===== config.mk =====
export PLATFORM = sky130hd
export DESIGN_NAME = salted_xorshift_byte_generator_unit
export DESIGN_NICKNAME = d
export VERILOG_FILES = /design/src/sv/sxg_pkg.sv /design/src/sv/sxg_front.sv /design/src/sv/sxg_queue.sv /design/src/sv/sxg_back.sv /design/src/sv/salted_xorshift_byte_generator_unit.sv
export SDC_FILE = /design/constraint.sdc
export NUM_CORES = 1
export LEC_CHECK = 0
export BUFFER_PORTS_ARGS = -buffer_cell sky130_fd_sc_hd__buf_2
export CAP_MARGIN = 20
export CORE_ASPECT_RATIO = 1.75
export CORE_MARGIN = 4
export CORE_UTILIZATION = 30
export CTS_BUF_LIST = sky130_fd_sc_hd__clkbuf_2 sky130_fd_sc_hd__clkbuf_4 sky130_fd_sc_hd__clkbuf_8
export CTS_CLUSTER_DIAMETER = 40
export DETAILED_ROUTE_END_ITERATION = 6
export HOLD_SLACK_MARGIN = 0.08
export MAX_ROUTING_LAYER = met4
export PLACE_DENSITY = 0.48
export SYNTH_ARGS = -nofsm -noshare
export SYNTH_HDL_FRONTEND = slang
export SYNTH_SLANG_ARGS = --single-unit

===== constraint.sdc =====
create_clock -name clk -period 11.89 [get_ports clk]
set_input_delay 2.378 -clock clk [delete_from_list [all_inputs] [get_ports clk]]
set_output_delay 2.378 -clock clk [all_outputs]
set_load 0.01 [all_outputs]

===== src/sv/sxg_pkg.sv =====
// ---------------------------------------------------------------------------
// sxg_pkg
// Shared types, codes and the mix function of the salted xorshift generator.
// ---------------------------------------------------------------------------
package sxg_pkg;

  localparam int unsigned STATE_W  = 64;
  localparam int unsigned LEN_W    = 9;
  localparam int unsigned CNT_W    = 4;
  localparam int unsigned CFG_IDX_W = 2;

  // request lengths are also held to this many words
  localparam int unsigned MAX_RESULTS     = 32;
  localparam int unsigned MAX_OUT_BYTES_D = 256;

  localparam int unsigned SHIFT_A = 13;
  localparam int unsigned SHIFT_B = 7;
  localparam int unsigned SHIFT_C = 17;

  localparam logic [STATE_W-1:0] SEED_RESET  = 64'hF1B2_7D94_E3AC_5860;
  localparam logic [STATE_W-1:0] KEY_RESET   = 64'h8EB5_3B1E_4C3D_9A7F;
  localparam logic [STATE_W-1:0] TOKEN_RESET = 64'hC9A4_F60E_8B1D_2753;

  // operation codes
  localparam logic [1:0] OP_SALT  = 2'd0;
  localparam logic [1:0] OP_TOKEN = 2'd1;
  localparam logic [1:0] OP_KEY   = 2'd2;

  // register indexes
  localparam logic [CFG_IDX_W-1:0] REG_SEED  = 2'd0;
  localparam logic [CFG_IDX_W-1:0] REG_KEY   = 2'd1;
  localparam logic [CFG_IDX_W-1:0] REG_TOKEN = 2'd2;

  // one generation request handed from front to back
  typedef struct packed {
    logic [STATE_W-1:0] start_state;
    logic [STATE_W-1:0] mix_const;
    logic [LEN_W-1:0]   length;
  } gen_cmd_t;

  function automatic logic [STATE_W-1:0] mix_step(input logic [STATE_W-1:0] s_in,
                                                   input logic [STATE_W-1:0] k);
    logic [STATE_W-1:0] s;
    s = s_in ^ k;
    s = s ^ (s << SHIFT_A);
    s = s ^ (s >> SHIFT_B);
    s = s ^ (s << SHIFT_C);
    return s;
  endfunction

endpackage


===== src/sv/sxg_front.sv =====
// ---------------------------------------------------------------------------
// sxg_front
// Holds the configuration and the salted state, absorbs salt bytes and turns
// generation requests into commands for the back end.
// ---------------------------------------------------------------------------
module sxg_front #(
  parameter int unsigned MAX_OUT_BYTES = sxg_pkg::MAX_OUT_BYTES_D
) (
  input  logic                            clk,
  input  logic                            rst,
  input  logic                            cfg_write,
  input  logic [sxg_pkg::CFG_IDX_W-1:0]   cfg_index,
  input  logic [sxg_pkg::STATE_W-1:0]     cfg_data,
  input  logic                            in_valid,
  output logic                            in_ready,
  input  logic [1:0]                      op,
  input  logic [7:0]                      salt_byte,
  input  logic [sxg_pkg::LEN_W-1:0]       out_length,
  output logic                            cmd_push,
  output sxg_pkg::gen_cmd_t               cmd,
  input  logic                            cmd_full
);

  localparam int unsigned BYTE_CAP   = 8 * sxg_pkg::MAX_RESULTS;
  localparam int unsigned LIMIT_I    = (MAX_OUT_BYTES < BYTE_CAP) ? MAX_OUT_BYTES : BYTE_CAP;
  localparam logic [sxg_pkg::LEN_W-1:0] LEN_LIMIT = sxg_pkg::LEN_W'(LIMIT_I);

  logic [sxg_pkg::STATE_W-1:0] seed_value;
  logic [sxg_pkg::STATE_W-1:0] key_constant;
  logic [sxg_pkg::STATE_W-1:0] token_constant;
  logic [sxg_pkg::STATE_W-1:0] running_state;
  logic [2:0]                  salt_lane;

  logic                        accept;
  logic                        is_req;
  logic [sxg_pkg::LEN_W-1:0]   len_clamped;
  logic [sxg_pkg::STATE_W-1:0] salted;

  assign in_ready = !cmd_full;
  assign accept   = in_valid && in_ready;
  assign is_req   = (op == sxg_pkg::OP_TOKEN) || (op == sxg_pkg::OP_KEY);

  assign len_clamped = (out_length > LEN_LIMIT) ? LEN_LIMIT : out_length;
  assign salted = running_state ^ (sxg_pkg::STATE_W'(salt_byte) << {salt_lane, 3'b000});

  always_comb begin
    cmd.length = len_clamped;
    if (op == sxg_pkg::OP_TOKEN) begin
      cmd.start_state = running_state;
      cmd.mix_const   = token_constant;
    end else begin
      cmd.start_state = seed_value;
      cmd.mix_const   = key_constant;
    end
  end

  // zero length requests only restart the state
  assign cmd_push = accept && is_req && (len_clamped != '0);

  always_ff @(posedge clk) begin
    if (rst) begin
      seed_value     <= sxg_pkg::SEED_RESET;
      key_constant   <= sxg_pkg::KEY_RESET;
      token_constant <= sxg_pkg::TOKEN_RESET;
      running_state  <= sxg_pkg::SEED_RESET;
      salt_lane      <= '0;
    end else if (cfg_write) begin
      case (cfg_index)
        sxg_pkg::REG_SEED: begin
          seed_value    <= cfg_data;
          running_state <= cfg_data;
          salt_lane     <= '0;
        end
        sxg_pkg::REG_KEY:   key_constant   <= cfg_data;
        sxg_pkg::REG_TOKEN: token_constant <= cfg_data;
        default: ;
      endcase
    end else if (accept) begin
      if (op == sxg_pkg::OP_SALT) begin
        running_state <= sxg_pkg::mix_step(salted, token_constant);
        salt_lane     <= salt_lane + 3'd1;
      end else if (is_req) begin
        running_state <= seed_value;
        salt_lane     <= '0;
      end
    end
  end

endmodule


===== src/sv/sxg_queue.sv =====
// ---------------------------------------------------------------------------
// sxg_queue
// Two-entry command queue between front and back end.
// ---------------------------------------------------------------------------
module sxg_queue (
  input  logic              clk,
  input  logic              rst,
  input  logic              push,
  input  sxg_pkg::gen_cmd_t push_cmd,
  output logic              full,
  input  logic              pop,
  output sxg_pkg::gen_cmd_t head_cmd,
  output logic              empty
);

  sxg_pkg::gen_cmd_t entries [2];
  logic              wr_ptr;
  logic              rd_ptr;
  logic [1:0]        count;

  assign full     = (count == 2'd2);
  assign empty    = (count == 2'd0);
  assign head_cmd = entries[rd_ptr];

  always_ff @(posedge clk) begin
    if (push && !full) begin
      entries[wr_ptr] <= push_cmd;
    end
  end

  always_ff @(posedge clk) begin
    if (rst) begin
      wr_ptr <= 1'b0;
      rd_ptr <= 1'b0;
      count  <= '0;
    end else begin
      if (push && !full) begin
        wr_ptr <= !wr_ptr;
      end
      if (pop && !empty) begin
        rd_ptr <= !rd_ptr;
      end
      count <= count + 2'(push && !full) - 2'(pop && !empty);
    end
  end

endmodule


===== src/sv/sxg_back.sv =====
// ---------------------------------------------------------------------------
// sxg_back
// Runs a generation command: one mix step and word per cycle unless stalled.
// ---------------------------------------------------------------------------
module sxg_back (
  input  logic                          clk,
  input  logic                          rst,
  input  sxg_pkg::gen_cmd_t             head_cmd,
  input  logic                          empty,
  output logic                          pop,
  output logic                          out_valid,
  input  logic                          out_ready,
  output logic [sxg_pkg::STATE_W-1:0]   out_word,
  output logic [sxg_pkg::CNT_W-1:0]     byte_count,
  output logic                          last
);

  localparam logic [sxg_pkg::LEN_W-1:0] WORD_BYTES = sxg_pkg::LEN_W'(8);

  logic                        busy;
  logic [sxg_pkg::STATE_W-1:0] gen_state;
  logic [sxg_pkg::STATE_W-1:0] gen_const;
  logic [sxg_pkg::LEN_W-1:0]   remaining;

  logic                        step;
  logic                        final_word;
  logic [sxg_pkg::STATE_W-1:0] mixed;

  assign pop        = !busy && !empty;
  assign step       = busy && (!out_valid || out_ready);
  assign final_word = (remaining <= WORD_BYTES);
  assign mixed      = sxg_pkg::mix_step(gen_state, gen_const);

  always_ff @(posedge clk) begin
    if (pop) begin
      gen_state <= head_cmd.start_state;
      gen_const <= head_cmd.mix_const;
      remaining <= head_cmd.length;
    end else if (step) begin
      gen_state <= mixed;
      remaining <= final_word ? '0 : remaining - WORD_BYTES;
    end
    if (step) begin
      out_word   <= mixed;
      byte_count <= final_word ? sxg_pkg::CNT_W'(remaining) : sxg_pkg::CNT_W'(8);
      last       <= final_word;
    end
  end

  always_ff @(posedge clk) begin
    if (rst) begin
      busy      <= 1'b0;
      out_valid <= 1'b0;
    end else begin
      if (pop) begin
        busy <= 1'b1;
      end else if (step && final_word) begin
        busy <= 1'b0;
      end
      if (step) begin
        out_valid <= 1'b1;
      end else if (out_ready) begin
        out_valid <= 1'b0;
      end
    end
  end

endmodule


===== src/sv/salted_xorshift_byte_generator_unit.sv =====
// ---------------------------------------------------------------------------
// salted_xorshift_byte_generator_unit
// Salted xorshift64 byte generator with salt absorption and token/key output.
// ---------------------------------------------------------------------------
// A salt byte (op 0) is absorbed in the cycle it is accepted, one per cycle
// while the queue is not full. A token or key request is accepted, queued
// and popped by the back end once idle, which then produces one 8-byte word
// per cycle unless out_ready stalls it, ceil(length/8) words, the final one
// flagged by last, possibly partial; one mix step per word sets the rate. The
// command queue holds two requests; while it is full no item is accepted,
// so salt for a following request waits until a slot frees. Lengths above
// MAX_OUT_BYTES (and above 256) are clamped; zero length gives no output.
// Configuration writes take effect at once and belong to idle periods.
module salted_xorshift_byte_generator_unit #(
  parameter int unsigned MAX_OUT_BYTES = sxg_pkg::MAX_OUT_BYTES_D
) (
  input  logic                           clk,
  input  logic                           rst,
  input  logic                           cfg_write,
  input  logic [sxg_pkg::CFG_IDX_W-1:0]  cfg_index,
  input  logic [sxg_pkg::STATE_W-1:0]    cfg_data,
  input  logic                           in_valid,
  output logic                           in_ready,
  input  logic [1:0]                     op,
  input  logic [7:0]                     salt_byte,
  input  logic [sxg_pkg::LEN_W-1:0]      out_length,
  output logic                           out_valid,
  input  logic                           out_ready,
  output logic [sxg_pkg::STATE_W-1:0]    out_word,
  output logic [sxg_pkg::CNT_W-1:0]      byte_count,
  output logic                           last
);

  logic              cmd_push;
  sxg_pkg::gen_cmd_t cmd;
  logic              cmd_full;
  logic              cmd_pop;
  sxg_pkg::gen_cmd_t head_cmd;
  logic              cmd_empty;

  sxg_front #(
    .MAX_OUT_BYTES(MAX_OUT_BYTES)
  ) u_front (
    .clk        (clk),
    .rst        (rst),
    .cfg_write  (cfg_write),
    .cfg_index  (cfg_index),
    .cfg_data   (cfg_data),
    .in_valid   (in_valid),
    .in_ready   (in_ready),
    .op         (op),
    .salt_byte  (salt_byte),
    .out_length (out_length),
    .cmd_push   (cmd_push),
    .cmd        (cmd),
    .cmd_full   (cmd_full)
  );

  sxg_queue u_queue (
    .clk      (clk),
    .rst      (rst),
    .push     (cmd_push),
    .push_cmd (cmd),
    .full     (cmd_full),
    .pop      (cmd_pop),
    .head_cmd (head_cmd),
    .empty    (cmd_empty)
  );

  sxg_back u_back (
    .clk        (clk),
    .rst        (rst),
    .head_cmd   (head_cmd),
    .empty      (cmd_empty),
    .pop        (cmd_pop),
    .out_valid  (out_valid),
    .out_ready  (out_ready),
    .out_word   (out_word),
    .byte_count (byte_count),
    .last       (last)
  );

endmodule

==> impl_metrics.env, run 1 <==
export IMPL_rsz0062_at_grt="no"
export IMPL_place_congestion=0.912
export IMPL_path_cells="buf_2 -> inv_1 -> ha_2 -> nand3_1 -> a31oi_1 -> and2_4 -> buf_4"
export IMPL_placedCellCount=4434
export IMPL_clockPowerShare=0.166
export IMPL_die_h_um=460
export IMPL_htreeDepth=3
export IMPL_clock_sinks=746
export IMPL_synth_nets=3005
export IMPL_vias=22576
export IMPL_synth_edf_count=480
export IMPL_final_layout_size_suffix_gt1_frac=0.226
export IMPL_synth_cell_type_count=66
export IMPL_p_int_w=0.00749
export IMPL_power_density_nw_per_um2=334
export IMPL_worstPathMaxFanout=63
export IMPL_p_sw_frac=0.435
export IMPL_die_x_um=266
export IMPL_cp_num_buf_inv=3
export IMPL_nNetsFinal=3144
export IMPL_postCtsSetupRepairBufs=0
export IMPL_ys_ff_latch=746
export IMPL_worst_ep_arrival_time_ps=5470
export IMPL_async_flop_share=0
export IMPL_ant_nets=0
export IMPL_maxCapViolCount=0
export IMPL_yosys_top_cells_area="edfxtp_1 41%, dfxtp_1 15%, xnor2_1 8.2%"
export IMPL_worstSetupStartpointType="primary input"
export IMPL_r2r_cells=5
export IMPL_critPathTopFamily="simple AND/OR/NAND/NOR gates"
export IMPL_rows=165
export IMPL_tightestPinTransition_ps=1080
export IMPL_pin_count=161
export IMPL_cts_hold_repair_buffers=0
export IMPL_fmax_ghz=0.197
export IMPL_layout_cells_non_filler=4658
export IMPL_crit_start="op[0]"
export IMPL_cts_clk_slew_worst_paths_ps=60
export IMPL_area_delta_synth_final_pct=13.2
export IMPL_required_ps=12270
export IMPL_final_cell_mix="480 x edfxtp_1, 419 x nand2_1, 326 x xnor2_1"
export IMPL_setup_viol=0
export IMPL_ys_seq_area_frac=0.564
export IMPL_hold_viol=0
export IMPL_viasPerCell=4.85
export IMPL_final_max_slew_viol_count=0
export IMPL_synth_top_cell_by_area="edfxtp_1"
export IMPL_ys_flop_type="edfxtp_1"
export IMPL_mostFrequentLayoutCell="edfxtp_1"
export IMPL_drc=0
export IMPL_first_global_vias=23025
export IMPL_syn_avg_cell_area_um2=12.0
export IMPL_crit_end="u_queue.entries[1][127]"
export IMPL_place_port_buffers=160
export IMPL_cts_tree="done"
export IMPL_r2r_start="u_queue.count[0]"
export IMPL_pwr_share_comb=0.512
export IMPL_firstDrtPassIters=7
export IMPL_final_setup_tns_ps=0
export IMPL_cts_buffer_depth=3
export IMPL_root_buffer="clkbuf_8"
export IMPL_worstReg2RegEnd="u_queue.entries[1][127]"
export IMPL_worst_hold_path_type="flip-flop to flip-flop"
export IMPL_cp_slowest_cell="and2_4"
export IMPL_path_class="primary input to flip-flop"
export IMPL_fin_crit_sh=0.428
export IMPL_drtIter0Drc=1736
export IMPL_p_sw_w=0.00577
export IMPL_clock_latency_ps=790
export IMPL_worst_path_stages=7
export IMPL_final_util=0.342
export IMPL_critPathMaxStageDelay_ps=830
export IMPL_worstSetupEndpointType="flip-flop"
export IMPL_dp_hpwl_um=82200
export IMPL_syn_area_um2=35000
export IMPL_seqPwrFrac=0.322
export IMPL_worst_ir_drop_vdd_mv=0.173
export IMPL_layout_min_cycle_time_ps=5090
export IMPL_rrSetupSlack_ps=8320
export IMPL_wl_per_cell_um=24.6
export IMPL_drt_total_wl_um=115000
export IMPL_fin_skew_ps=53.0
export IMPL_grt_max_degree=138
export IMPL_cts_made_buffers=115
export IMPL_grt_first_pass_wirelength_um=165000
export IMPL_coreArea_um2=116000
export IMPL_p_leak_nw=13.8
export IMPL_grt_total_usage=0.190
export IMPL_fillCellCount=11537
export IMPL_yosysTopAreaCellShare=0.412
export IMPL_start_util=0.302
export IMPL_netlist_instances=2909
export IMPL_outcome="completed"
export IMPL_yosys_warnings=0
export IMPL_dieArea_um2=122000
export IMPL_slew_limit_headroom=0.274
export IMPL_antenna_found_initial=12
export IMPL_ctsResizeCount=0
export IMPL_overflow=0
==> power by group through the flow <==
stage               Clock [W]  Combinational [W]  Sequential, W
finish                0.00221            0.00679        0.00427
global route          0.00239            0.00724        0.00432
CTS                   0.00229            0.00687        0.00427
detailed placement          0            0.00683        0.00433
global placement            0            0.00682        0.00433
floorplan                   0            0.00426        0.00431
==> cell usage after synthesis (4+ instances only) <==
library cell  count
a211oi_1         34
a21oi_1         214
a221oi_1         15
a32oi_1          10
and2_1            9
and4bb_1          7
and4bb_2         16
buf_1            29
buf_2             4
buf_4             7
buf_6            11
clkbuf_1        124
dfxtp_1         266
edfxtp_1        480
ha_1              6
inv_1            14
mux2_2          190
mux2i_1          71
nand2_1         420
nand2b_1         26
nand3_1         106
nand4_1           9
nand4b_1         20
nand4b_4          5
nor2_1           98
nor2b_1          23
nor3_1            8
nor3b_1          26
nor4b_2           6
o2111ai_1         5
o211a_1           4
o211ai_1          6
o21a_1            4
o21ai_0          55
o21ai_1           5
o221ai_1          4
o22ai_1           6
o311a_1           9
or3_1             4
xnor2_1         326
xnor2_2          75
xor2_1          117
==> layout make-up <==
type | count | area [µm²] | area share
Antenna cell | 14 | 35.0 | 0.000884
Clock buffer | 164 | 2010 | 0.0506
Clock inverter | 46 | 324 | 0.00817
Inverter | 15 | 63.8 | 0.00161
Multi-Input combinational cell | 1970 | 14500 | 0.365
Sequential cell | 746 | 19700 | 0.498
Tap cell | 1503 | 1880 | 0.0474
Timing Repair Buffer | 200 | 1120 | 0.0281
==> worst reg2reg max path, cell delays in order, from the launching register on <==
cell	delay (ps)
dfxtp_1	380
nand2b_1	450
nand3_1	300
a31oi_1	430
and2_4	830
buf_4	740
==> through the flow <==
stage | hold WS [ps] | total power [W] | area, µm² | setup slack (ps)
floorplan | 434 | 0.00857 | 35000 | 1720
global placement | 439 | 0.0111 | 37300 | 6040
detailed placement | 446 | 0.0112 | 37300 | 5970
CTS | 457 | 0.0134 | 39600 | 6830
global route | 478 | 0.0140 | 39600 | 6680
finish | 453 | 0.0133 | 39600 | 6800
==> cells by family (layout without fill, tap and decap cells) <==
group,after synthesis,after routing,synth area share
AOI/OAI and AO/OA,386,386,0.0657
xor gates and xnor gates,525,525,0.151
adders and majority gates,6,6,0.00214
buffers and inverters,193,425,0.0248
DFF,746,746,0.564
muxes,261,261,0.0814
other,0,14,0
and+or+nand+nor,792,792,0.112
==> registers in the layout, indices dropped and copies added, names as in the netlist, named ones only <==
name and cells:
u_back.gen_const 64, u_back.busy 1, u_queue.count 2, u_back.out_valid 1, u_front.seed_value 64, u_front.running_state 64
u_queue.rd_ptr 1, u_front.token_constant 64, u_queue.wr_ptr 1, u_back.last 1, u_front.salt_lane 3, u_back.remaining 9
u_back.out_word 64, u_front.key_constant 64, u_back.gen_state 64, u_queue.entries 274, u_back.byte_count 4
==> per-layer routing <==
layer | part of all wire | up-vias | track usage
met3 | 0.046 | 266 | 0.0321
met4 | 0.064 | 0 | 0.105
met1 | 0.41 | 11016 | 0.224
met5 | 0 | - | -
met2 | 0.48 | 703 | 0.311
li1 | - | 10591 | -
==> worst min path at each step <==
stage,from,to,cells after the start
2_1_floorplan,u_front.key_constant[10],u_front.key_constant[10],2
3_3_place_gp,u_front.key_constant[32],u_front.key_constant[32],2
3_5_place_dp,u_front.key_constant[7],u_front.key_constant[7],2
4_1_cts,u_front.key_constant[37],u_front.key_constant[37],2
5_1_grt,u_front.key_constant[54],u_front.key_constant[54],2
6_report,u_front.key_constant[37],u_front.key_constant[37],2
Note: power is estimated with default switching activity, not from simulation.
==> inputs of run 2 (changes only) <==
==> constraint.sdc (replaced) <==
create_clock -name clk -period 5.3 [get_ports clk]
set_input_delay 1.06 -clock clk [delete_from_list [all_inputs] [get_ports clk]]
set_output_delay 1.06 -clock clk [all_outputs]
set_load 0.01 [all_outputs]
==> run 2 against run 1 <==
  * Sequential power up 120%
  * Clock skew down 6.6 ps
  * Critical path depth unchanged
  * Core utilization up 0.45 points
  * Register-to-register slack worse by 6600 ps
  * Hold slack worse by 2.9 ps
  * Clock-buffer cell count down 5
  * Cell area up 1.3%
  * Total power up 130%
  * Non-clock buffer count up 12
==> impl_metrics.env, run 2 (synthesis gave the netlist of run 1 again) <==
export IMPL_nNetsFinal=3153
export IMPL_worst_ep_arrival_time_ps=4190
export IMPL_worstSetupEndpointType="flip-flop"
export IMPL_postCtsSetupRepairBufs=0
export IMPL_drtIter0Drc=1485
export IMPL_maxCapViolCount=0
export IMPL_root_buffer="clkbuf_8"
export IMPL_pwr_share_comb=0.505
export IMPL_area_delta_synth_final_pct=14.7
export IMPL_clock_sinks=746
export IMPL_p_sw_frac=0.431
export IMPL_grt_first_pass_wirelength_um=159000
export IMPL_seqCellArea_um2=19700
export IMPL_coreArea_um2=116000
export IMPL_p_sw_w=0.0131
export IMPL_fin_crit_sh=0.672
export IMPL_setup_viol=0
export IMPL_final_max_slew_viol_count=0
export IMPL_firstDrtPassIters=5
export IMPL_fin_skew_ps=46.4
export IMPL_critPathTopFamily="XOR/XNOR gates"
export IMPL_mostFrequentLayoutCell="edfxtp_1"
export IMPL_pin_count=161
export IMPL_viasPerCell=4.75
export IMPL_path_class="flip-flop to flip-flop"
export IMPL_clockPowerShare=0.181
export IMPL_hold_viol=0
export IMPL_rows=165
export IMPL_ctsResizeCount=0
export IMPL_place_port_buffers=160
export IMPL_final_setup_tns_ps=0
export IMPL_final_layout_size_suffix_gt1_frac=0.234
export IMPL_crit_top_cell="xor2_1"
export IMPL_dp_hpwl_um=81200
export IMPL_largest_reg_flops=274
export IMPL_worst_ir_drop_vdd_mv=0.400
export IMPL_required_ps=5930
export IMPL_r2r_start="u_front.salt_lane[2]"
export IMPL_final_cell_mix="480 x edfxtp_1, 419 x nand2_1, 326 x xnor2_1"
export IMPL_grt_total_usage=0.183
export IMPL_dieArea_um2=122000
export IMPL_drt_total_wl_um=111000
export IMPL_worstSetupStartpointType="flip-flop"
export IMPL_start_util=0.302
export IMPL_htreeDepth=3
export IMPL_rsz0062_at_grt="no"
export IMPL_multi_input_area_um2=14500
export IMPL_cts_buffer_depth=3
export IMPL_p_leak_nw=14.1
export IMPL_p_total_w=0.0305
export IMPL_tightestPinTransition_ps=1150
export IMPL_cp_num_buf_inv=1
export IMPL_worst_path_stages=7
export IMPL_cts_hold_repair_buffers=0
export IMPL_cts_tree="done"
export IMPL_power_density_nw_per_um2=759
export IMPL_holdCritStartpoint="u_front.key_constant[47]"
export IMPL_hold_depth=2
export IMPL_ant_nets=0
export IMPL_seqPwrFrac=0.315
export IMPL_antenna_found_initial=10
export IMPL_layout_min_cycle_time_ps=3560
export IMPL_cts_made_buffers=112
export IMPL_first_global_vias=22528
export IMPL_cts_clk_slew_worst_paths_ps=70
export IMPL_cp_slowest_cell="dfxtp_2"
export IMPL_worstPathMaxFanout=37
export IMPL_grt_max_degree=108
export IMPL_fmax_ghz=0.281
export IMPL_wl_per_cell_um=23.8
export IMPL_vias=22171
export IMPL_worst_hold_path_type="flip-flop to flip-flop"
export IMPL_regMostFlops="u_queue.entries"
export IMPL_overflow=0
export IMPL_r2r_cells=7
export IMPL_place_congestion=0.942
export IMPL_crit_start="u_front.salt_lane[2]"
export IMPL_outcome="completed"
export IMPL_path_cells="buf_4 -> nand4b_4 -> xnor2_2 -> xor2_1 -> xor2_1 -> xnor2_1 -> a32oi_1"
export IMPL_clock_latency_ps=810
export IMPL_critPathMaxStageDelay_ps=810
export IMPL_p_int_w=0.0173
export IMPL_drc=0
export IMPL_die_x_um=266
export IMPL_fillCellCount=11460
export IMPL_slew_limit_headroom=0.229
export IMPL_die_h_um=460
run 2: cell types whose count changed in the layout (fill, tap and decap cells not counted), moves of 4 or more:
| cell | delta |
|---|---|
| bufinv_16 | +9 |
| inv_8 | +4 |
| clkinv_1 | -11 |
| clkbuf_8 | +13 |
| buf_4 | +5 |
| clkinv_2 | +8 |
| diode_2 | -4 |
| buf_12 | +7 |
| clkbuf_4 | -18 |
run 2: path summary, 6_finish.rpt:
| kind | to | slack [ps] |
|---|---|---|
| worst max register to register | u_front.running_state[46] | 1740 |
| worst min-delay path | u_front.key_constant[47] | 450 |
| worst max-delay path | u_front.running_state[46] | 1740 |
| worst min register to register | u_front.key_constant[47] | 450 |
run 2: metrics by stage:
stage	setup WS, ps	area, µm²	utilization	hold slack (ps)	cells
6_report	1740	40200	0.347	450	4668
5_1_grt	1830	40200	0.347	473	4666
4_1_cts	1810	40100	0.347	404	4658
3_5_place_dp	1200	37500	0.324	444	4446
3_3_place_gp	1280	37500	0.323	441	4445
2_1_floorplan	596	35000	-	434	2909
run 2: cell type report:
class / count / area share
Multi-Input combinational cell: 1970 / 0.360
Tap cell: 1503 / 0.0468
Antenna cell: 10 / 0.000623
Clock buffer: 159 / 0.0511
Clock inverter: 53 / 0.0154
Timing Repair Buffer: 212 / 0.0325
Inverter: 15 / 0.00159
Sequential cell: 746 / 0.492
run 2: worst min-delay path: cells and delay by family, from the launching register on:
kind / cells / cell delay, ps
flops: 1 / 310
compound gates: 1 / 50
simple gates: 1 / 50
run 2: layer usage:
metal | routed length [µm] | track usage | up-vias
li1 | - | - | 10606
met1 | 44400 | 0.210 | 10700
met2 | 55200 | 0.309 | 619
met3 | 4810 | 0.0293 | 246
met4 | 6650 | 0.0963 | 0
met5 | 0 | - | -
run 2: power groups by stage:
stage	clock network, W	logic (W)	registers (W)
6_report	0.00551	0.0154	0.00959
5_1_grt	0.00597	0.0164	0.00971
4_1_cts	0.00571	0.0155	0.00962
3_5_place_dp	0	0.0154	0.00974
3_3_place_gp	0	0.0153	0.00973
2_1_floorplan	0	0.00955	0.00965
